## config.mk

```make
export PLATFORM = sky130hd
export DESIGN_NAME = nfcp_front_flat
export DESIGN_NICKNAME = d
export VERILOG_FILES = /design/src/nfcp_pkg.sv /design/src/nfcp_if.sv /design/src/nfcp_front.sv /design/src/flat_wrapper.sv
export SDC_FILE = /design/constraint.sdc
export NUM_CORES = 1
export LEC_CHECK = 0
export BUFFER_PORTS_ARGS = -buffer_cell sky130_fd_sc_hd__buf_2
export CORE_MARGIN = 1
export CORE_UTILIZATION = 60
export CTS_BUF_LIST = sky130_fd_sc_hd__clkbuf_16
export CTS_CLUSTER_DIAMETER = 50
export DETAILED_ROUTE_END_ITERATION = 12
export PLACE_DENSITY = 0.82
export SETUP_SLACK_MARGIN = 0.15
export SYNTH_ARGS = -nofsm -noshare
export SYNTH_HDL_FRONTEND = slang
export SYNTH_SLANG_ARGS = --single-unit
```

## constraint.sdc

```tcl
create_clock -name clock -period 9.8 [get_ports clock]
set_clock_uncertainty 0.05 [all_clocks]
set_input_delay 0.98 -clock clock [delete_from_list [all_inputs] [get_ports clock]]
set_output_delay 0.98 -clock clock [all_outputs]
set_load 0.01 [all_outputs]
```

## src/nfcp_pkg.sv

```systemverilog
// Shared types, constants and helpers of the fixed-column sentence parser.
package nfcp_pkg;

   // Line store geometry; the column saturates at the last slot.
   localparam int LINE_DEPTH = 64;
   localparam int COL_W      = $clog2(LINE_DEPTH);

   // Only these columns are ever read back, so only they are kept.
   localparam int NUM_TAPS = 28;
   localparam int TAP_W    = $clog2(NUM_TAPS);
   localparam int TAP_COL [NUM_TAPS] = '{4, 5, 7, 9, 17, 18, 19, 20, 22, 23, 24, 25, 26, 28,
                                         30, 31, 32, 33, 34, 36, 37, 38, 39, 40, 42, 44, 46,
                                         47};

   localparam int COL_TALK0     = 4;
   localparam int COL_TALK1     = 5;
   localparam int COL_GLL_SEP   = 7;
   localparam int COL_GSA_FIX   = 9;
   localparam int COL_NS        = 28;
   localparam int COL_EW        = 42;
   localparam int COL_GGA_FIX   = 44;
   localparam int COL_SAT_TENS  = 46;
   localparam int COL_SAT_UNITS = 47;

   localparam int LO_DIGITS     = 7;
   localparam int HI_DIGITS     = 3;
   localparam int LAT_HI_DIGITS = 2;
   localparam int LAT_LO_COL [LO_DIGITS]     = '{19, 20, 22, 23, 24, 25, 26};
   localparam int LAT_HI_COL [LAT_HI_DIGITS] = '{17, 18};
   localparam int LON_LO_COL [LO_DIGITS]     = '{33, 34, 36, 37, 38, 39, 40};
   localparam int LON_HI_COL [HI_DIGITS]     = '{30, 31, 32};

   // Digit weights; element 0 is the most significant digit of each group.
   localparam logic [LO_DIGITS-1:0][31:0] LO_WEIGHT = {
      32'd10, 32'd100, 32'd1000, 32'd10000, 32'd100000, 32'd1000000, 32'd10000000};
   localparam logic [HI_DIGITS-1:0][31:0] LAT_HI_WEIGHT = {
      32'd0, 32'd10000000, 32'd100000000};
   localparam logic [HI_DIGITS-1:0][31:0] LON_HI_WEIGHT = {
      32'd10000000, 32'd100000000, 32'd1000000000};

   // Reciprocals for exact unsigned division of values below 2**32.
   localparam logic [31:0] RECIP3       = 32'hAAAA_AAAB;
   localparam int          RECIP3_SHIFT = 33;
   localparam logic [31:0] RECIP5       = 32'hCCCC_CCCD;
   localparam int          RECIP5_SHIFT = 34;
   localparam int          PROD_W       = 63;

   localparam int PIPE_STAGES = 8;
   localparam int QUEUE_DEPTH = 2;
   localparam int QUEUE_AW    = $clog2(QUEUE_DEPTH);
   localparam int QUEUE_CW    = $clog2(QUEUE_DEPTH + 1);

   localparam logic [7:0] CH_DOLLAR = 8'h24;
   localparam logic [7:0] CH_STAR   = 8'h2A;
   localparam logic [7:0] CH_DASH   = 8'h2D;
   localparam logic [7:0] CH_COMMA  = 8'h2C;
   localparam logic [7:0] CH_ZERO   = 8'h30;
   localparam logic [7:0] CH_ONE    = 8'h31;
   localparam logic [7:0] CH_TWO    = 8'h32;
   localparam logic [7:0] CH_A      = 8'h41;
   localparam logic [7:0] CH_E      = 8'h45;
   localparam logic [7:0] CH_G      = 8'h47;
   localparam logic [7:0] CH_L      = 8'h4C;
   localparam logic [7:0] CH_N      = 8'h4E;
   localparam logic [7:0] CH_S      = 8'h53;

   typedef logic [TAP_W-1:0] tap_idx_type;

   typedef enum logic [1:0] {
      KIND_OTHER = 2'd0,
      KIND_GGA   = 2'd1,
      KIND_GSA   = 2'd2,
      KIND_GLL   = 2'd3
   } kind_type;

   // Everything the back end needs from one finished sentence.
   typedef struct packed {
      kind_type                          kind;
      logic                              north;
      logic                              east;
      logic signed [12:0]                sat;
      logic signed [8:0]                 fix;
      logic [LO_DIGITS-1:0][8:0]         lat_lo;
      logic [LAT_HI_DIGITS-1:0][8:0]     lat_hi;
      logic [LO_DIGITS-1:0][8:0]         lon_lo;
      logic [HI_DIGITS-1:0][8:0]         lon_hi;
   } entry_type;

   // Fields that ride alongside the position arithmetic.
   typedef struct packed {
      kind_type           kind;
      logic               north;
      logic               east;
      logic signed [12:0] sat;
      logic signed [8:0]  fix;
   } side_type;

   typedef struct packed {
      logic full;
      logic empty;
   } q_status_type;

   // Tap slot that holds a given line column.
   function automatic tap_idx_type tap_idx(input int col);
      tap_idx_type r;
      r = '0;
      for (int k = 0; k < NUM_TAPS; k++) begin
         if (TAP_COL[k] == col) begin
            r = TAP_W'(k);
         end
      end
      return r;
   endfunction

   // Character weighted as byte minus ASCII zero, two's complement in 9 bits.
   function automatic logic [8:0] dig(input logic [7:0] c);
      return {1'b0, c} - {1'b0, CH_ZERO};
   endfunction

endpackage

```

## src/nfcp_if.sv

```systemverilog
// Valid/ready channel interfaces for received bytes and decoded results.
interface nfcp_req_if;
   logic       valid;
   logic       ready;
   logic [7:0] rx_byte;

   modport source (output valid, output rx_byte, input ready);
   modport sink   (input valid, input rx_byte, output ready);
endinterface


```

## src/nfcp_front.sv

```systemverilog
// Front end: column tracking, line store taps and sentence classification.
module nfcp_front (
   input  logic                       clock,
   input  logic                       reset,
   nfcp_req_if.sink                   req,
   input  nfcp_pkg::q_status_type     q_status,
   output logic                       push,
   output nfcp_pkg::entry_type        entry
);

   logic [nfcp_pkg::COL_W-1:0] col_ff, col_in;
   logic [7:0]                 tap_ff [nfcp_pkg::NUM_TAPS];
   logic [7:0]                 tap_in [nfcp_pkg::NUM_TAPS];
   logic                       accept;

   assign req.ready = !q_status.full;
   assign accept    = req.valid && req.ready;
   assign push      = accept && (req.rx_byte == nfcp_pkg::CH_STAR);

   always_comb begin
      col_in = col_ff;
      tap_in = tap_ff;
      if (accept) begin
         if (req.rx_byte == nfcp_pkg::CH_DOLLAR) begin
            // restart the line: column 0 holds the '$', no tap sits there
            col_in = '0;
            for (int k = 0; k < nfcp_pkg::NUM_TAPS; k++) begin
               tap_in[k] = nfcp_pkg::CH_DASH;
            end
         end else begin
            if (col_ff < nfcp_pkg::COL_W'(nfcp_pkg::LINE_DEPTH - 1)) begin
               col_in = col_ff + nfcp_pkg::COL_W'(1);
            end
            for (int k = 0; k < nfcp_pkg::NUM_TAPS; k++) begin
               if (col_in == nfcp_pkg::COL_W'(nfcp_pkg::TAP_COL[k])) begin
                  tap_in[k] = req.rx_byte;
               end
            end
         end
      end
   end

   always_ff @(posedge clock) begin
      if (reset) begin
         col_ff <= '0;
         for (int k = 0; k < nfcp_pkg::NUM_TAPS; k++) begin
            tap_ff[k] <= '0;
         end
      end else begin
         col_ff <= col_in;
         tap_ff <= tap_in;
      end
   end

   // Classify from the line as it stands once the closing '*' is stored.
   always_comb begin
      logic [7:0]         t4, t5, t7, t44;
      logic signed [12:0] tens, units;
      t4  = tap_in[nfcp_pkg::tap_idx(nfcp_pkg::COL_TALK0)];
      t5  = tap_in[nfcp_pkg::tap_idx(nfcp_pkg::COL_TALK1)];
      t7  = tap_in[nfcp_pkg::tap_idx(nfcp_pkg::COL_GLL_SEP)];
      t44 = tap_in[nfcp_pkg::tap_idx(nfcp_pkg::COL_GGA_FIX)];
      tens  = 13'(signed'(nfcp_pkg::dig(tap_in[nfcp_pkg::tap_idx(nfcp_pkg::COL_SAT_TENS)])));
      units = 13'(signed'(nfcp_pkg::dig(tap_in[nfcp_pkg::tap_idx(nfcp_pkg::COL_SAT_UNITS)])));

      entry       = '0;
      entry.kind  = nfcp_pkg::KIND_OTHER;
      if (t4 == nfcp_pkg::CH_L && t5 == nfcp_pkg::CH_L && t7 == nfcp_pkg::CH_COMMA) begin
         entry.kind = nfcp_pkg::KIND_GLL;
      end else if (t4 == nfcp_pkg::CH_G && t5 == nfcp_pkg::CH_A &&
                   (t44 inside {nfcp_pkg::CH_ONE, nfcp_pkg::CH_TWO})) begin
         entry.kind  = nfcp_pkg::KIND_GGA;
         entry.north = (tap_in[nfcp_pkg::tap_idx(nfcp_pkg::COL_NS)] == nfcp_pkg::CH_N);
         entry.east  = (tap_in[nfcp_pkg::tap_idx(nfcp_pkg::COL_EW)] == nfcp_pkg::CH_E);
         entry.sat   = tens * 13'sd10 + units;
      end else if (t4 == nfcp_pkg::CH_S && t5 == nfcp_pkg::CH_A) begin
         entry.kind = nfcp_pkg::KIND_GSA;
         entry.fix  = signed'(nfcp_pkg::dig(tap_in[nfcp_pkg::tap_idx(nfcp_pkg::COL_GSA_FIX)]));
      end

      for (int k = 0; k < nfcp_pkg::LO_DIGITS; k++) begin
         entry.lat_lo[k] = nfcp_pkg::dig(tap_in[nfcp_pkg::tap_idx(nfcp_pkg::LAT_LO_COL[k])]);
         entry.lon_lo[k] = nfcp_pkg::dig(tap_in[nfcp_pkg::tap_idx(nfcp_pkg::LON_LO_COL[k])]);
      end
      for (int k = 0; k < nfcp_pkg::LAT_HI_DIGITS; k++) begin
         entry.lat_hi[k] = nfcp_pkg::dig(tap_in[nfcp_pkg::tap_idx(nfcp_pkg::LAT_HI_COL[k])]);
      end
      for (int k = 0; k < nfcp_pkg::HI_DIGITS; k++) begin
         entry.lon_hi[k] = nfcp_pkg::dig(tap_in[nfcp_pkg::tap_idx(nfcp_pkg::LON_HI_COL[k])]);
      end
   end

endmodule

```

## src/flat_wrapper.sv

```systemverilog
// flat-port wrapper written by rule: the top's interface ports become plain ports
module nfcp_front_flat 
  (clock, reset, q_status, push, entry, req_valid, req_rx_byte, req_ready);
  nfcp_req_if req_i ();
  input  logic clock;
  input  logic reset;
  input  nfcp_pkg::q_status_type q_status;
  output logic push;
  output nfcp_pkg::entry_type entry;
  input wire logic [$bits(req_i.valid)-1:0] req_valid;
  input wire logic [$bits(req_i.rx_byte)-1:0] req_rx_byte;
  output wire logic [$bits(req_i.ready)-1:0] req_ready;
  assign req_i.valid = req_valid;
  assign req_i.rx_byte = req_rx_byte;
  assign req_ready = req_i.ready;
  nfcp_front u_core (.clock(clock), .reset(reset), .req(req_i), .q_status(q_status), .push(push), .entry(entry));
endmodule
```

### Word-level counts from Yosys, hierarchy flattened

Index checks and enable logic that the tools add are counted.

| operators by class | value |
|---|---|
| add/subtract/negate cells | 24 |
| multipliers | 1 |
| magnitude comparators | 1 |
| eq/ne operators | 40 |
| multiplexer cells | 41 |
| reduce and logical (&&, ||, !) cells | 9 |

Operator list:

| cell | number |
|---|---|
| $mux W224 | 2 |
| $mux W8 | 28 |
| $sub A8 B6 Y9 const B | 22 |
| $eq A6 B5 Y1 const B | 12 |
| $eq A6 B6 Y1 const B | 12 |
| $eq A8 B7 Y1 const B | 7 |
| $eq A8 B6 Y1 const B | 5 |
| $mux W24 | 1 |
| $mux W6 | 4 |
| $eq A6 B3 Y1 const B | 3 |
| $mux W9 | 2 |
| $mux W15 | 1 |
| $add A13 B9 Y13 | 1 |
| $mul A9 B4 Y12 const B | 1 |
| $logic_and A1 B1 Y1 | 7 |
| $add A6 B1 Y6 const B | 1 |
| $eq A6 B4 Y1 const B | 1 |
| $lt A6 B6 Y1 const B | 1 |
| $mux W2 | 3 |
| $reduce_bool A2 Y1 | 1 |
| $logic_not A1 Y1 | 1 |

| storage, ports and cells | value |
|---|---|
| flip-flop bits (word level) | 230 |
| input bits | 13 |
| output and inout port bits | 199 |
| logic and storage cells | 145 |

### Depth between registers and ports, before layout

| logic depth | value |
|---|---|
| depth after elaboration | 13 |
| depth in mapped cells | 25 |
| depth with buffers taken out | 24 |

### Worst setup path before layout

Ideal clock, no wire load.

| path | value |
|---|---|
| path type | input -> output |
| from | in req_rx_byte[0] |
| to | out entry[192] in the netlist's numbering |
| arrival time | 5.577 ns |
| data required time | 8.770 ns |
| setup slack | 3.193 ns |
| stages | 22 |
| path buffers | 2 |
| path through | or4b_4 o31ai_4 clkbuf_1 clkbuf_1 o21ai_0 a32oi_1 inv_1 ha_1 ha_1 ha_1 a21oi_1 o21bai_1 a21oi_1 o21bai_1 a21oi_1 xnor2_1 ha_1 or3_1 o21ai_0 a21oi_1 xnor2_1 nor2_1 |

RTL lines:

| what | RTL line | source |
|---|---|---|
| from (decl) | flat_wrapper.sv:11 | `input wire logic [$bits(req_i.rx_byte)-1:0] req_rx_byte;` |
| to (decl) | flat_wrapper.sv:9 | `output nfcp_pkg::entry_type entry;` |

==> metrics.md <==
| Metric | Value |
|---|---|
| Status | completed |
| 1st-iter DRT viols | 1116 |
| Share of cells above drive strength 1 | 16.7% |
| Initial antenna violation count | 0 |
| CP max FO | 14 |
| DR WL/cell | 18.0 um |
| Starting Density | 61.4% |
| P per Cell Area | 155 mW/mm^2 |
| # placed instances | 1865 |
| GRT Total Usage | 31.0% |
| Hold path cells | 2 |
| Die height | 146 um |
| Final non-filler cell total | 1907 |
| RSZ-0062 raised after global routing | false |
| CTS sink count | 230 |
| Vias in the first global route | 10500 |
| CTS root buffer | clkbuf_16 |
| Post-layout min period | 7650 ps |
| Slew Viols, Final | 0 |
| Yosys top cell by area | dfxtp_1 |
| Crit Path Category | register to primary output |
| # nets final | 1688 |
| Max Fclk | 0.131 GHz |
| CTS tree | done |
| Netlist Area Pre-Place | 0.0125 sq mm |
| Primary FF master, synth | dfxtp_1 |
| Startpoint types | register |
| Top delay family on crit path | compound AO/OA/AOI/OAI gates |
| PortBufs | 210 |
| Final instance area | 0.0138 sq mm |
| Worst slew pin tran | 1070 ps |
| Die ar. | 0.0213 sq mm |
| Worst min path class | register to register |
| Io pins | 212 |
| Largest net degree at the start of global routing | 131 |
| H-Tree Depth | 1 |
| CP Cell Sequence | ha_1 -> nand3_1 -> nor3_1 -> o21ai_1 -> nor2_1 -> o21ai_0 -> a32oi_1 -> inv_1 -> ha_1 -> ha_1 -> ha_1 -> a21oi_1 -> o21bai_1 -> a21oi_1 -> o21bai_1 -> a21oi_1 -> xnor2_1 -> ha_1 -> or3_1 -> o21ai_0 -> a21oi_1 -> xnor2_1 -> nor2_1 -> buf_2 |
| Drt via density | 6.02 |
| Synth async-reset ratio | 0% |
| # rows | 52 |
| P_leak | 5.87 nW |
| Final ANT Viol Nets | 0 |
| Post-route setup TNS | 0 ps |
| Cts bufs inserted | 25 |
| CTS clock-pin slew for the worst setup and hold paths | 60 ps |
| Period utilisation layout | 78.1% |
| Synthesized instance count | 1529 |
| DR pass1 iterations | 8 |
| Hold_sp | u_core.tap_ff[202] |
| HPWL Detailed | 22.5 mm |
| Sum of buffers and inverters on the critical path | 2 |
| # hold bufs at CTS | 0 |
| Rel. slew slack | 28.6% |
| Most used cell, CP | ha_1 |
| Max-cap violations | 0 |
| Area of the core | 0.0203 sq mm |
| First-pass GRT wire length | 54.0 mm |
| Layout overhead on the synthesized area | 10.9% |
| Synth Register Bits | 230 |
| Clock Latency Late Sink | 530 ps |
| R2r setup slk | 5960 ps |
| R2R cell count | 9 |
| Setup violators final | 0 |
| Critical Path AT | 6620 ps |
| CTS resizes | 0 |
| Top cells by area, synth | dfxtp_1 37%, nor2_1 6.8%, nor2b_1 6.3% |
| Diode count | 0 |
| Post-synth EDFFs | 0 |
| Total grt overflow | 0 |
| Post-CTS setup buffers | 0 |
| Total Power | 2.15 mW |
| Gpl congestion | 0.907 |
| Via count | 11500 |
| Nature of the critical path endpoint | primary output |
| Hold path endpoint | u_core.tap_ff[202] |
| Post-synth cell types | 77 |
| Die span in x | 146 um |
| Endpoints failing hold | 0 |
| R2R Path Start | u_core.col_ff[0] |
| End of the worst register-to-register path | u_core.tap_ff[174] |
| Residual DRC | 0 |
| # fillers | 1663 |
| Synth top area share | 37.0% |
| Worst Path Required | 8770 ps |
| Post-DP Area | 0.0131 sq mm |
| CP peak stage delay | 610 ps |
| Sequential element share of the synthesized area | 37.0% |
| Routed wire length | 34.2 mm |
| Longest Clk Path Bufs | 3 |
| Syn Nets | 1595 |
| Syn. warnings | 0 |
| Post-layout util | 68.1% |
| Mapped Avg Cell Area | 8.15 sq um |
| Worst IR Drop VDD | 0.118 mV |
| Crit-path slowest cell | dfxtp_1 |
worst min-delay path: stages (launching register included):
cell and delay (ps):
dfxtp_1 300, inv_1 60, a211oi_1 60
layout by cell type, fill, tap and decap left out, types with 18 or more instances in the layout:
master       n
ha_1        51
inv_1       65
buf_2      209
a22oi_1     41
o22a_1      49
clkbuf_16   25
nor2b_1    124
nand2_1    118
a21oi_1     86
dfxtp_1    230
xnor2_1     32
xor2_1      27
nor2_1     225
o22ai_1     18
a22o_1      26
nor3_1      38
o21ai_0     67
cell type report:
type	instances	area [sq um]	area share [%]
clock buffer	25	626	4.53
clock inverter	17	139	1.01
inverter	60	225	1.63
multi-input combinational	1085	6750	48.9
sequential	230	4600	33.3
tap	270	338	2.44
timing repair buffer	220	1130	8.19
power breakdown:
group          internal [mW]  switching (mW)  leakage (nW)
Combinational          0.106           0.173          3.61
Sequential             0.964          0.0101          1.87
Clock                  0.514           0.381         0.384
Total                   1.58           0.565          5.87
kinds of logic after synthesis:
group	count (synthesis)	synth area share (%)
and+or+nand+nor	584	23.0
AOI/OAI and AO/OA	388	21.4
xor gates and xnor gates	60	4.33
DFF	230	37.0
buffers and inverters	214	8.89
adders and majority gates	53	5.44
through the flow:
stage	hold WS (ps)	setup slack, ps
after floorplan	379	3190
after global placement	396	2540
after global routing	426	1630
after CTS	413	2250
after detailed placement	401	2400
final	418	2150
sequential cells by signal, indices dropped and copies added, names as in the netlist:
signal / cells
u_core.tap_ff: 224
u_core.col_ff: 6
per-layer routing:
metal  track usage [%]  part of all wire, %  vias up
met3              4.53                  8.7      101
li1                  -                    -     5389
met5                 0                    0        -
met4              13.4                  3.4        0
met2              50.8                   47      615
met1              40.8                   41     5366
synth_stat cells, types with 3 or more instances:
master	instances
buf_2	6
nand3_1	5
nor3b_1	12
o211ai_1	4
o21ai_0	67
xor2_1	27
or3_1	4
nor3_1	38
and2_1	13
buf_4	77
dfxtp_1	230
or4_1	4
nor2_1	226
inv_1	60
ha_1	51
nand4_1	3
clkbuf_1	65
o21ai_1	11
o31ai_1	3
o21bai_1	4
a32oi_1	9
nor2b_1	125
nand2b_1	6
a31oi_1	7
buf_1	5
nor4_1	3
nand2_1	118
a2bb2oi_1	5
o22a_1	49
a22o_1	26
a21oi_1	86
a211oi_1	7
a22oi_1	41
o21a_1	14
o22ai_1	18
a21o_1	14
xnor2_1	32
how the worst max path moves through the flow:
stage	end	depth (start not counted)	startpoint	slack (ps)
floorplan	entry[192]	22	req_rx_byte[0]	3190
global placement	entry[192]	24	req_rx_byte[2]	2540
detailed placement	entry[192]	24	req_rx_byte[2]	2400
CTS	entry[192]	24	u_core.col_ff[0]	2250
global route	entry[192]	24	u_core.col_ff[0]	1630
finish	entry[192]	24	u_core.col_ff[0]	2150
(Power assumes the default switching activity.)
