## config.mk

```make
export PLATFORM = sky130hd
export DESIGN_NAME = nfcp_queue
export DESIGN_NICKNAME = d
export VERILOG_FILES = /design/src/nfcp_pkg.sv /design/src/nfcp_queue.sv
export SDC_FILE = /design/constraint.sdc
export NUM_CORES = 1
export LEC_CHECK = 0
export BUFFER_PORTS_ARGS = -buffer_cell sky130_fd_sc_hd__buf_2
export CAP_MARGIN = 20
export CELL_PAD_IN_SITES_DETAIL_PLACEMENT = 0
export CELL_PAD_IN_SITES_GLOBAL_PLACEMENT = 1
export CORE_ASPECT_RATIO = 0.9
export CORE_MARGIN = 10
export CORE_UTILIZATION = 30
export CTS_CLUSTER_DIAMETER = 50
export DETAILED_ROUTE_END_ITERATION = 10
export PLACE_DENSITY_LB_ADDON = 0.1
export REMOVE_ABC_BUFFERS = 1
export SYNTH_ARGS = -nofsm -noshare
export SYNTH_HDL_FRONTEND = slang
export SYNTH_SLANG_ARGS = --single-unit
```

## constraint.sdc

```tcl
create_clock -name clock -period 12.3 [get_ports clock]
set_clock_uncertainty 0.2 [all_clocks]
set_input_delay 0 -clock clock [delete_from_list [all_inputs] [get_ports clock]]
set_output_delay 0 -clock clock [all_outputs]
set_load 0.01 [all_outputs]
```

## src/nfcp_pkg.sv

```systemverilog
// Shared types, constants and helpers of the fixed-column sentence parser.
package nfcp_pkg;

   // Line store geometry; the column saturates at the last slot.
   localparam int LINE_DEPTH = 64;
   localparam int COL_W      = $clog2(LINE_DEPTH);

   // Only these columns are ever read back, so only they are kept.
   localparam int NUM_TAPS = 28;
   localparam int TAP_W    = $clog2(NUM_TAPS);
   localparam int TAP_COL [NUM_TAPS] = '{4, 5, 7, 9, 17, 18, 19, 20, 22, 23, 24, 25, 26, 28,
                                         30, 31, 32, 33, 34, 36, 37, 38, 39, 40, 42, 44, 46,
                                         47};

   localparam int COL_TALK0     = 4;
   localparam int COL_TALK1     = 5;
   localparam int COL_GLL_SEP   = 7;
   localparam int COL_GSA_FIX   = 9;
   localparam int COL_NS        = 28;
   localparam int COL_EW        = 42;
   localparam int COL_GGA_FIX   = 44;
   localparam int COL_SAT_TENS  = 46;
   localparam int COL_SAT_UNITS = 47;

   localparam int LO_DIGITS     = 7;
   localparam int HI_DIGITS     = 3;
   localparam int LAT_HI_DIGITS = 2;
   localparam int LAT_LO_COL [LO_DIGITS]     = '{19, 20, 22, 23, 24, 25, 26};
   localparam int LAT_HI_COL [LAT_HI_DIGITS] = '{17, 18};
   localparam int LON_LO_COL [LO_DIGITS]     = '{33, 34, 36, 37, 38, 39, 40};
   localparam int LON_HI_COL [HI_DIGITS]     = '{30, 31, 32};

   // Digit weights; element 0 is the most significant digit of each group.
   localparam logic [LO_DIGITS-1:0][31:0] LO_WEIGHT = {
      32'd10, 32'd100, 32'd1000, 32'd10000, 32'd100000, 32'd1000000, 32'd10000000};
   localparam logic [HI_DIGITS-1:0][31:0] LAT_HI_WEIGHT = {
      32'd0, 32'd10000000, 32'd100000000};
   localparam logic [HI_DIGITS-1:0][31:0] LON_HI_WEIGHT = {
      32'd10000000, 32'd100000000, 32'd1000000000};

   // Reciprocals for exact unsigned division of values below 2**32.
   localparam logic [31:0] RECIP3       = 32'hAAAA_AAAB;
   localparam int          RECIP3_SHIFT = 33;
   localparam logic [31:0] RECIP5       = 32'hCCCC_CCCD;
   localparam int          RECIP5_SHIFT = 34;
   localparam int          PROD_W       = 63;

   localparam int PIPE_STAGES = 8;
   localparam int QUEUE_DEPTH = 2;
   localparam int QUEUE_AW    = $clog2(QUEUE_DEPTH);
   localparam int QUEUE_CW    = $clog2(QUEUE_DEPTH + 1);

   localparam logic [7:0] CH_DOLLAR = 8'h24;
   localparam logic [7:0] CH_STAR   = 8'h2A;
   localparam logic [7:0] CH_DASH   = 8'h2D;
   localparam logic [7:0] CH_COMMA  = 8'h2C;
   localparam logic [7:0] CH_ZERO   = 8'h30;
   localparam logic [7:0] CH_ONE    = 8'h31;
   localparam logic [7:0] CH_TWO    = 8'h32;
   localparam logic [7:0] CH_A      = 8'h41;
   localparam logic [7:0] CH_E      = 8'h45;
   localparam logic [7:0] CH_G      = 8'h47;
   localparam logic [7:0] CH_L      = 8'h4C;
   localparam logic [7:0] CH_N      = 8'h4E;
   localparam logic [7:0] CH_S      = 8'h53;

   typedef logic [TAP_W-1:0] tap_idx_type;

   typedef enum logic [1:0] {
      KIND_OTHER = 2'd0,
      KIND_GGA   = 2'd1,
      KIND_GSA   = 2'd2,
      KIND_GLL   = 2'd3
   } kind_type;

   // Everything the back end needs from one finished sentence.
   typedef struct packed {
      kind_type                          kind;
      logic                              north;
      logic                              east;
      logic signed [12:0]                sat;
      logic signed [8:0]                 fix;
      logic [LO_DIGITS-1:0][8:0]         lat_lo;
      logic [LAT_HI_DIGITS-1:0][8:0]     lat_hi;
      logic [LO_DIGITS-1:0][8:0]         lon_lo;
      logic [HI_DIGITS-1:0][8:0]         lon_hi;
   } entry_type;

   // Fields that ride alongside the position arithmetic.
   typedef struct packed {
      kind_type           kind;
      logic               north;
      logic               east;
      logic signed [12:0] sat;
      logic signed [8:0]  fix;
   } side_type;

   typedef struct packed {
      logic full;
      logic empty;
   } q_status_type;

   // Tap slot that holds a given line column.
   function automatic tap_idx_type tap_idx(input int col);
      tap_idx_type r;
      r = '0;
      for (int k = 0; k < NUM_TAPS; k++) begin
         if (TAP_COL[k] == col) begin
            r = TAP_W'(k);
         end
      end
      return r;
   endfunction

   // Character weighted as byte minus ASCII zero, two's complement in 9 bits.
   function automatic logic [8:0] dig(input logic [7:0] c);
      return {1'b0, c} - {1'b0, CH_ZERO};
   endfunction

endpackage

```

## src/nfcp_queue.sv

```systemverilog
// Short sentence queue between the front end and the arithmetic back end.
module nfcp_queue (
   input  logic                       clock,
   input  logic                       reset,
   input  logic                       push,
   input  nfcp_pkg::entry_type        push_data,
   input  logic                       pop,
   output nfcp_pkg::entry_type        head,
   output nfcp_pkg::q_status_type     q_status
);

   nfcp_pkg::entry_type           mem_ff [nfcp_pkg::QUEUE_DEPTH];
   logic [nfcp_pkg::QUEUE_AW-1:0] wr_ff, wr_in;
   logic [nfcp_pkg::QUEUE_AW-1:0] rd_ff, rd_in;
   logic [nfcp_pkg::QUEUE_CW-1:0] count_ff, count_in;

   assign head           = mem_ff[rd_ff];
   assign q_status.full  = (count_ff == nfcp_pkg::QUEUE_CW'(nfcp_pkg::QUEUE_DEPTH));
   assign q_status.empty = (count_ff == '0);

   always_comb begin
      wr_in    = wr_ff;
      rd_in    = rd_ff;
      count_in = count_ff;
      if (push) begin
         wr_in = (wr_ff == nfcp_pkg::QUEUE_AW'(nfcp_pkg::QUEUE_DEPTH - 1)) ?
                 '0 : wr_ff + nfcp_pkg::QUEUE_AW'(1);
      end
      if (pop) begin
         rd_in = (rd_ff == nfcp_pkg::QUEUE_AW'(nfcp_pkg::QUEUE_DEPTH - 1)) ?
                 '0 : rd_ff + nfcp_pkg::QUEUE_AW'(1);
      end
      if (push && !pop) begin
         count_in = count_ff + nfcp_pkg::QUEUE_CW'(1);
      end else if (pop && !push) begin
         count_in = count_ff - nfcp_pkg::QUEUE_CW'(1);
      end
   end

   always_ff @(posedge clock) begin
      if (reset) begin
         wr_ff    <= '0;
         rd_ff    <= '0;
         count_ff <= '0;
      end else begin
         wr_ff    <= wr_in;
         rd_ff    <= rd_in;
         count_ff <= count_in;
      end
   end

   always_ff @(posedge clock) begin
      if (push) begin
         mem_ff[wr_ff] <= push_data;
      end
   end

endmodule

```

==> impl_metrics.env, run 1 <==
export IMPL_ys_seq_area_share_pct=79.8
export IMPL_port_buffers=399
export IMPL_yosys_warnings=0
export IMPL_synth_area_per_cell_sq_um=23.5
export IMPL_num_io_pins=400
export IMPL_start_util_pct=30.4
export IMPL_status="did not finish"
export IMPL_cts_sinks=399
export IMPL_ys_types=16
export IMPL_fp_dieW_um=255
export IMPL_dpl_cell_area_sq_um=17700
export IMPL_haltStage="4_1_cts"
export IMPL_hpwlAfterDp_um=25500
export IMPL_hold_buffers=356
export IMPL_synth_area_sq_um=15000
export IMPL_fp_dieH_um=232
export IMPL_post_cts_buffers=0
export IMPL_error="[ERROR RSZ-0060] Max buffer count reached."
export IMPL_cts_resized_gates=0
export IMPL_core_rowCount=77
export IMPL_cts_buffer_depth=3
export IMPL_ys_seq_elements=399
export IMPL_cts_root_buf="clkbuf_16"
export IMPL_tritoncts_num_buffers=49
export IMPL_postSynthCellCount=635
export IMPL_gp_congestion=0.706
export IMPL_htreeDepth=2
[cell families after synthesis]
| logic type | share of synthesized area (%) |
|---|---|
| AO/OA/AOI/OAI | 0.0669 |
| XOR/XNOR | 0.234 |
| adder cells (fa/ha/maj) | 0.0837 |
| buffers and inverters | 1.43 |
| flip-flops | 79.8 |
| multiplexers | 18.1 |
| AND/OR/NAND/NOR | 0.293 |
[cell usage after synthesis]
cell type | instances | area [sq um]
mux2_4 | 130 | 1950
buf_2 | 6 | 30.0
nor2b_1 | 2 | 12.5
nor2_1 | 5 | 18.8
o21ai_0 | 1 | 5.00
or3_1 | 1 | 6.26
xor2_1 | 2 | 17.5
edfxtp_1 | 394 | 11800
and2_1 | 1 | 6.26
dfxtp_1 | 5 | 100
a21oi_1 | 1 | 5.00
inv_1 | 1 | 3.75
mux2_2 | 67 | 754
buf_6 | 16 | 180
xnor2_1 | 2 | 17.5
ha_1 | 1 | 12.5
[per-stage QoR]
stage | hold slack (ps) | util, % | instances | setup WS (ps)
after detailed placement | -9.23 | 35.9 | 1691 | 8730
after global placement | -12.6 | 35.9 | 1691 | 8730
after floorplan | -131 | - | 613 | 2300
==> inputs of run 2 (changes only) <==
==> config.mk (replaced) <==
export PLATFORM = sky130hd
export DESIGN_NAME = nfcp_queue
export DESIGN_NICKNAME = d
export VERILOG_FILES = /design/src/nfcp_pkg.sv /design/src/nfcp_queue.sv
export SDC_FILE = /design/constraint.sdc
export NUM_CORES = 1
export LEC_CHECK = 0
export BUFFER_PORTS_ARGS = -buffer_cell sky130_fd_sc_hd__buf_2
export CAP_MARGIN = 20
export CORE_MARGIN = 10
export CORE_UTILIZATION = 20
export DETAILED_ROUTE_END_ITERATION = 10
export PLACE_DENSITY_LB_ADDON = 0.15
export REMOVE_ABC_BUFFERS = 1
export SYNTH_ARGS = -nofsm -noshare
export SYNTH_HDL_FRONTEND = slang
export SYNTH_SLANG_ARGS = --single-unit
==> run 2 against run 1 <==
The run now ends clean. Synthesized area did not move. Synthesized cell count stayed put.
==> impl_metrics.env, run 2 <==
export IMPL_reg_top3="mem_ff: 394 flops, count_ff: 2 flops"
export IMPL_drc=0
export IMPL_cts_root_buf="clkbuf_16"
export IMPL_hpwlAfterDp_um=26300
export IMPL_yosysTopAreaCell="edfxtp_1"
export IMPL_tritoncts_num_buffers=48
export IMPL_cp_required_ps=12100
export IMPL_fp_dieH_um=293
export IMPL_drtIter0Drc=361
export IMPL_use_met1_pct=10.5
export IMPL_p_leak_nw=9.01
export IMPL_grt_overflow=0
export IMPL_htreeDepth=2
export IMPL_grt_max_degree=139
export IMPL_largest_register="mem_ff"
export IMPL_synth_edf_count=394
export IMPL_grt_usage_pct=9.29
export IMPL_cap_violations=0
export IMPL_synth_area_per_cell_sq_um=23.5
export IMPL_post_route_period_util_pct=25.3
export IMPL_syn_to_final_growth_pct=57.1
export IMPL_wl_per_cell_um=16.8
export IMPL_cts_buffer_depth=3
export IMPL_antenna_found_initial=3
export IMPL_reg2reg_slack_ps=9640
export IMPL_fp_dieW_um=293
export IMPL_drive_gt1_share_pct=44.6
export IMPL_slew_violations=0
export IMPL_vias=8916
export IMPL_wirelength_um=41500
export IMPL_num_io_pins=400
export IMPL_clock_latency_ps=570
export IMPL_rsz0062_at_grt="no"
export IMPL_grt_pass1_vias=9825
export IMPL_setup_worst_path_start_class="flip-flop"
export IMPL_vdd_ir_drop_worst_mv=0.0845
export IMPL_finalSetupViolCount=0
export IMPL_die_area_sq_um=86100
export IMPL_synth_common_cells="edfxtp_1 (394), mux2_4 (130), mux2_2 (67)"
export IMPL_fin_cells=2465
export IMPL_start_util_pct=20.1
export IMPL_placed_cells=1987
export IMPL_p_per_area_nw_per_um2=147
export IMPL_port_buffers=399
export IMPL_worst_path_max_fanout=138
export IMPL_max_freq_ghz=0.322
export IMPL_end_kind="output pin"
export IMPL_yosys_warnings=0
export IMPL_synth_area_leaders="edfxtp_1 (79%), mux2_4 (13%), mux2_2 (5.0%)"
export IMPL_antenna_cells=0
export IMPL_final_cell_mix="buf_2 (399), dlygate4sd3_1 (396), edfxtp_1 (394), mux2_4 (130), mux2_2 (67)"
export IMPL_ant_nets=0
export IMPL_period_needed_ps=3110
export IMPL_final_common_cell="buf_2"
export IMPL_synth_top_area_share_pct=79.1
export IMPL_coreArea_sq_um=74300
export IMPL_postSynthCellCount=635
export IMPL_synth_area_sq_um=15000
export IMPL_relSlewSlack_pct=25.5
export IMPL_ys_seq_area_share_pct=79.8
export IMPL_worst_slew_pin_transition_ps=1120
export IMPL_core_rowCount=100
export IMPL_ys_seq_elements=399
export IMPL_fin_nets=1666
export IMPL_viasPerCell=3.62
export IMPL_cts_sinks=399
export IMPL_synth_ff_type="edfxtp_1"
export IMPL_largest_reg_flops=394
export IMPL_use_met3_pct=3.15
export IMPL_busiest_layer="met2"
export IMPL_tritoncts="built"
export IMPL_met2_usage_pct=16.3
export IMPL_yosysMostFrequentCell="edfxtp_1"
export IMPL_setup_tns_ps=0
export IMPL_crit_arrival_ps=2910
export IMPL_ys_types=16
export IMPL_first_pass_iters=4
export IMPL_hold_path_class="input pin to flip-flop"
export IMPL_fill_cells=7479
export IMPL_path_class="flip-flop to output pin"
export IMPL_gp_congestion=0.673
export IMPL_ys_async_sr_fraction_pct=0
export IMPL_finalHoldViolCount=0
export IMPL_clk_pin_slew_ps=50
export IMPL_post_cts_buffers=0
export IMPL_status="finished clean"
export IMPL_grt_pass1_wl_um=61100
[run 2: metal layers]
metal | vias up | part of all wire, %
li1 | 4192 | -
met1 | 4416 | 40
met2 | 232 | 50
met3 | 70 | 6.8
met4 | 6 | 2.5
met5 | - | 0.082
[run 2: critical path: stages (launching register included)]
cell     delay, ps
dfxtp_4        730
buf_12         780
mux2_2         460
buf_2          150
[run 2: final cells by class]
type                    count  area (sq um)  share of cell area (%)
multi-input cells         213          2820                    12.0
well taps                 969          1210                    5.16
repair buffers            801          6030                    25.7
flip-flops and latches    399         11900                    50.8
clock inverters            21           223                   0.948
inverters                   1          3.75                  0.0160
clock buffers              61          1270                    5.41
[run 2: power breakdown]
| part | switching (mW) | internal, mW | total, mW |
|---|---|---|---|
| sequential | 0.0228 | 1.59 | 1.61 |
| combinational | 0.215 | 0.260 | 0.474 |
| clock | 0.549 | 0.827 | 1.38 |
| total | 0.787 | 2.68 | 3.46 |
[run 2: kinds of logic (layout without fill, tap and decap cells)]
kind of cell	count (synthesis)	in the layout	synth area share, %
flops	399	399	79.8
mux	197	197	18.1
buf+inv	23	884	1.43
simple gates	9	9	0.293
xor+xnor	4	4	0.234
compound gates	2	2	0.0669
fa+ha+maj	1	1	0.0837
[run 2: per-stage QoR]
stage               setup slack (ps)  cell area, sq um  util, %  power, mW  hold WS (ps)
floorplan                       2300             14700        -       1.91          -131
global placement                9550             18000     24.3       2.03         -11.8
detailed placement              9560             18000     24.3       2.03         -8.36
CTS                             9100             23500     31.6       3.55          6.96
global route                    9020             23500     31.6       3.63          36.9
finish                          9190             23500     31.6       3.46          39.1
[run 2: repair_timing]
action                    in CTS  in global routing
hold buffers                 396                  0
hold endpoints to repair     412                  0
resized for setup              0                  0
[run 2: final timing paths]
kind,from,endpoint,depth (start not counted)
worst min-delay path,push_data[67],mem_ff[1][67],2
worst max register to register,wr_ff,mem_ff[1][56],2
worst min register to register,count_ff[0],count_ff[0],2
worst max-delay path,flip-flop,head[44],3
Note: power is estimated with default switching activity, not from simulation.
==> inputs of run 3 (changes only) <==
==> constraint.sdc (replaced) <==
create_clock -name clock -period 2.5 [get_ports clock]
set_clock_uncertainty 0.2 [all_clocks]
set_input_delay 0 -clock clock [delete_from_list [all_inputs] [get_ports clock]]
set_output_delay 0 -clock clock [all_outputs]
set_load 0.01 [all_outputs]
==> run 3 against run 2 <==
Sequential share of layout area decreased by 0.62 points. Register-to-register slack got worse by 8900 ps. First-iteration DRC count shrank 8.0%. Critical path depth up 1. Sequential power increased to 4.9 times the previous value. Clock power rose to 4.7 times the previous value. Via count increased by 1.4%. Global-route usage increased by 0.24 points. Routed wire length up 1.8%. Hold slack worse by 7.9 ps. Combinational power rose to 5.2 times the previous value. Cell count is 1.2% higher. Critical endpoint is now head[183]. Largest cell class unchanged. Highest routed layer is now met4.
==> impl_metrics.env, run 3 (same netlist as run 2, synthesis figures left out) <==
export IMPL_status="finished clean"
export IMPL_max_freq_ghz=0.432
export IMPL_swShare_pct=23.1
export IMPL_p_per_area_nw_per_um2=706
export IMPL_post_cts_buffers=0
export IMPL_max_stage_delay_ps=550
export IMPL_clock_latency_ps=560
export IMPL_viasPerCell=3.62
export IMPL_hold_path_class="input pin to flip-flop"
export IMPL_grt_max_degree=70
export IMPL_finalSetupViolCount=0
export IMPL_largest_register="mem_ff"
export IMPL_clkPwrFrac_pct=38.3
export IMPL_tritoncts="built"
export IMPL_port_buffers=399
export IMPL_cap_violations=0
export IMPL_pwr_share_comb_pct=14.6
export IMPL_cts_sinks=399
export IMPL_hold_buffers=393
export IMPL_p_leak_nw=9.17
export IMPL_final_cell_mix="buf_2 (399), edfxtp_1 (394), dlygate4sd3_1 (393), mux2_4 (130), mux2_2 (67)"
export IMPL_post_route_period_util_pct=92.5
export IMPL_pwr_share_seq_pct=47.1
export IMPL_hpwlAfterDp_um=29300
export IMPL_fin_ws_ps=186
export IMPL_drc=0
export IMPL_num_io_pins=400
export IMPL_pre_cts_ws_ps=703
export IMPL_p_total_mw=16.8
export IMPL_worst_path_max_fanout=22
export IMPL_path_class="flip-flop to output pin"
export IMPL_end_kind="output pin"
export IMPL_period_needed_ps=2310
export IMPL_setup_worst_path_start_class="flip-flop"
export IMPL_clk_pin_slew_ps=50
export IMPL_tritoncts_num_buffers=48
export IMPL_largest_reg_flops=394
export IMPL_cts_root_buf="clkbuf_16"
export IMPL_netSwitchingPower_mw=3.89
export IMPL_setup_tns_ps=0
export IMPL_wl_per_cell_um=16.9
export IMPL_finalHoldViolCount=0
export IMPL_die_area_sq_um=86100
export IMPL_relSlewSlack_pct=67.9
export IMPL_p_int_mw=12.9
export IMPL_syn_to_final_growth_pct=59.1
export IMPL_fin_nets=1694
export IMPL_crit_arrival_ps=2110
export IMPL_grt_pass1_vias=10098
export IMPL_first_pass_iters=4
export IMPL_hold_ws_ps=31.3
export IMPL_cp_cell_sequence="buf_12 > buf_12 > mux2_2 > buf_2"
export IMPL_grt_usage_pct=9.53
export IMPL_vias=9042
export IMPL_cp_required_ps=2300
export IMPL_vdd_ir_drop_worst_mv=0.409
export IMPL_final_common_cell="buf_2"
export IMPL_drtIter0Drc=332
export IMPL_start_util_pct=20.1
export IMPL_worst_slew_pin_transition_ps=482
export IMPL_ant_nets=0
export IMPL_grt_overflow=0
export IMPL_antenna_found_initial=0
export IMPL_cts_buffer_depth=3
export IMPL_rsz0062_at_grt="no"
export IMPL_slowest_stage="dfxtp_4"
export IMPL_slew_violations=0
export IMPL_gp_congestion=0.687
export IMPL_core_rowCount=100
export IMPL_grt_pass1_wl_um=63100
export IMPL_wirelength_um=42300
export IMPL_fp_dieW_um=293
export IMPL_worst_path_most_repeated_cell="buf_12"
export IMPL_cts_resized_gates=0
export IMPL_reg_top3="mem_ff: 394 flops, count_ff: 2 flops"
export IMPL_drive_gt1_share_pct=45.7
export IMPL_fp_dieH_um=293
export IMPL_coreArea_sq_um=74300
export IMPL_htreeDepth=2
run 3: stage by stage:
stage          instance area (sq um)  util, %  instances
6_report                       23800     32.0       2495
5_1_grt                        23800     32.0       2493
4_1_cts                        23800     32.0       2493
3_5_place_dp                   18400     24.8       2018
3_3_place_gp                   18400     24.8       2018
2_1_floorplan                  14700        -        613
run 3: worst paths after layout:
path | from | to | slack [ps] | depth (start not counted)
min reg2reg | rd_ff | rd_ff | 320 | 2
max reg2reg | count_ff[0] | count_ff[1] | 730 | 4
min | push_data[116] | mem_ff[1][116] | 30 | 2
max | flip-flop | head[183] | 190 | 4
run 3: worst max-delay path, delay by kind of cell, from the launching register on:
family	cells	cell delay (ps)
flip-flops	1	550
multiplexers	1	360
buffers and inverters	3	610
run 3: per-layer routing:
layer	vias to the layer above	global-route usage (%)	share of wire, %
met5	-	0	0
met4	0	2.56	1.9
met3	54	2.82	6.1
met2	241	16.4	50
met1	4484	11.4	42
li1	4263	-	-
run 3: power by group through the flow:
stage	registers, mW	clock network [mW]	logic, mW
2_1_floorplan	8.25	0	1.14
3_5_place_dp	8.06	0	2.04
3_3_place_gp	8.05	0	2.04
6_report	7.92	6.43	2.45
5_1_grt	7.95	7.02	2.66
4_1_cts	7.92	6.73	2.54
run 3: area by class of cell:
type                       instances  area [sq um]
clock buffer                      54          1240
tap                              969          1210
inverter                           1          3.75
sequential                       399         11900
multi-input combinational        213          2820
timing repair buffer             829          6380
fill                            7448         50500
antenna                            2          5.00
clock inverter                    28           183
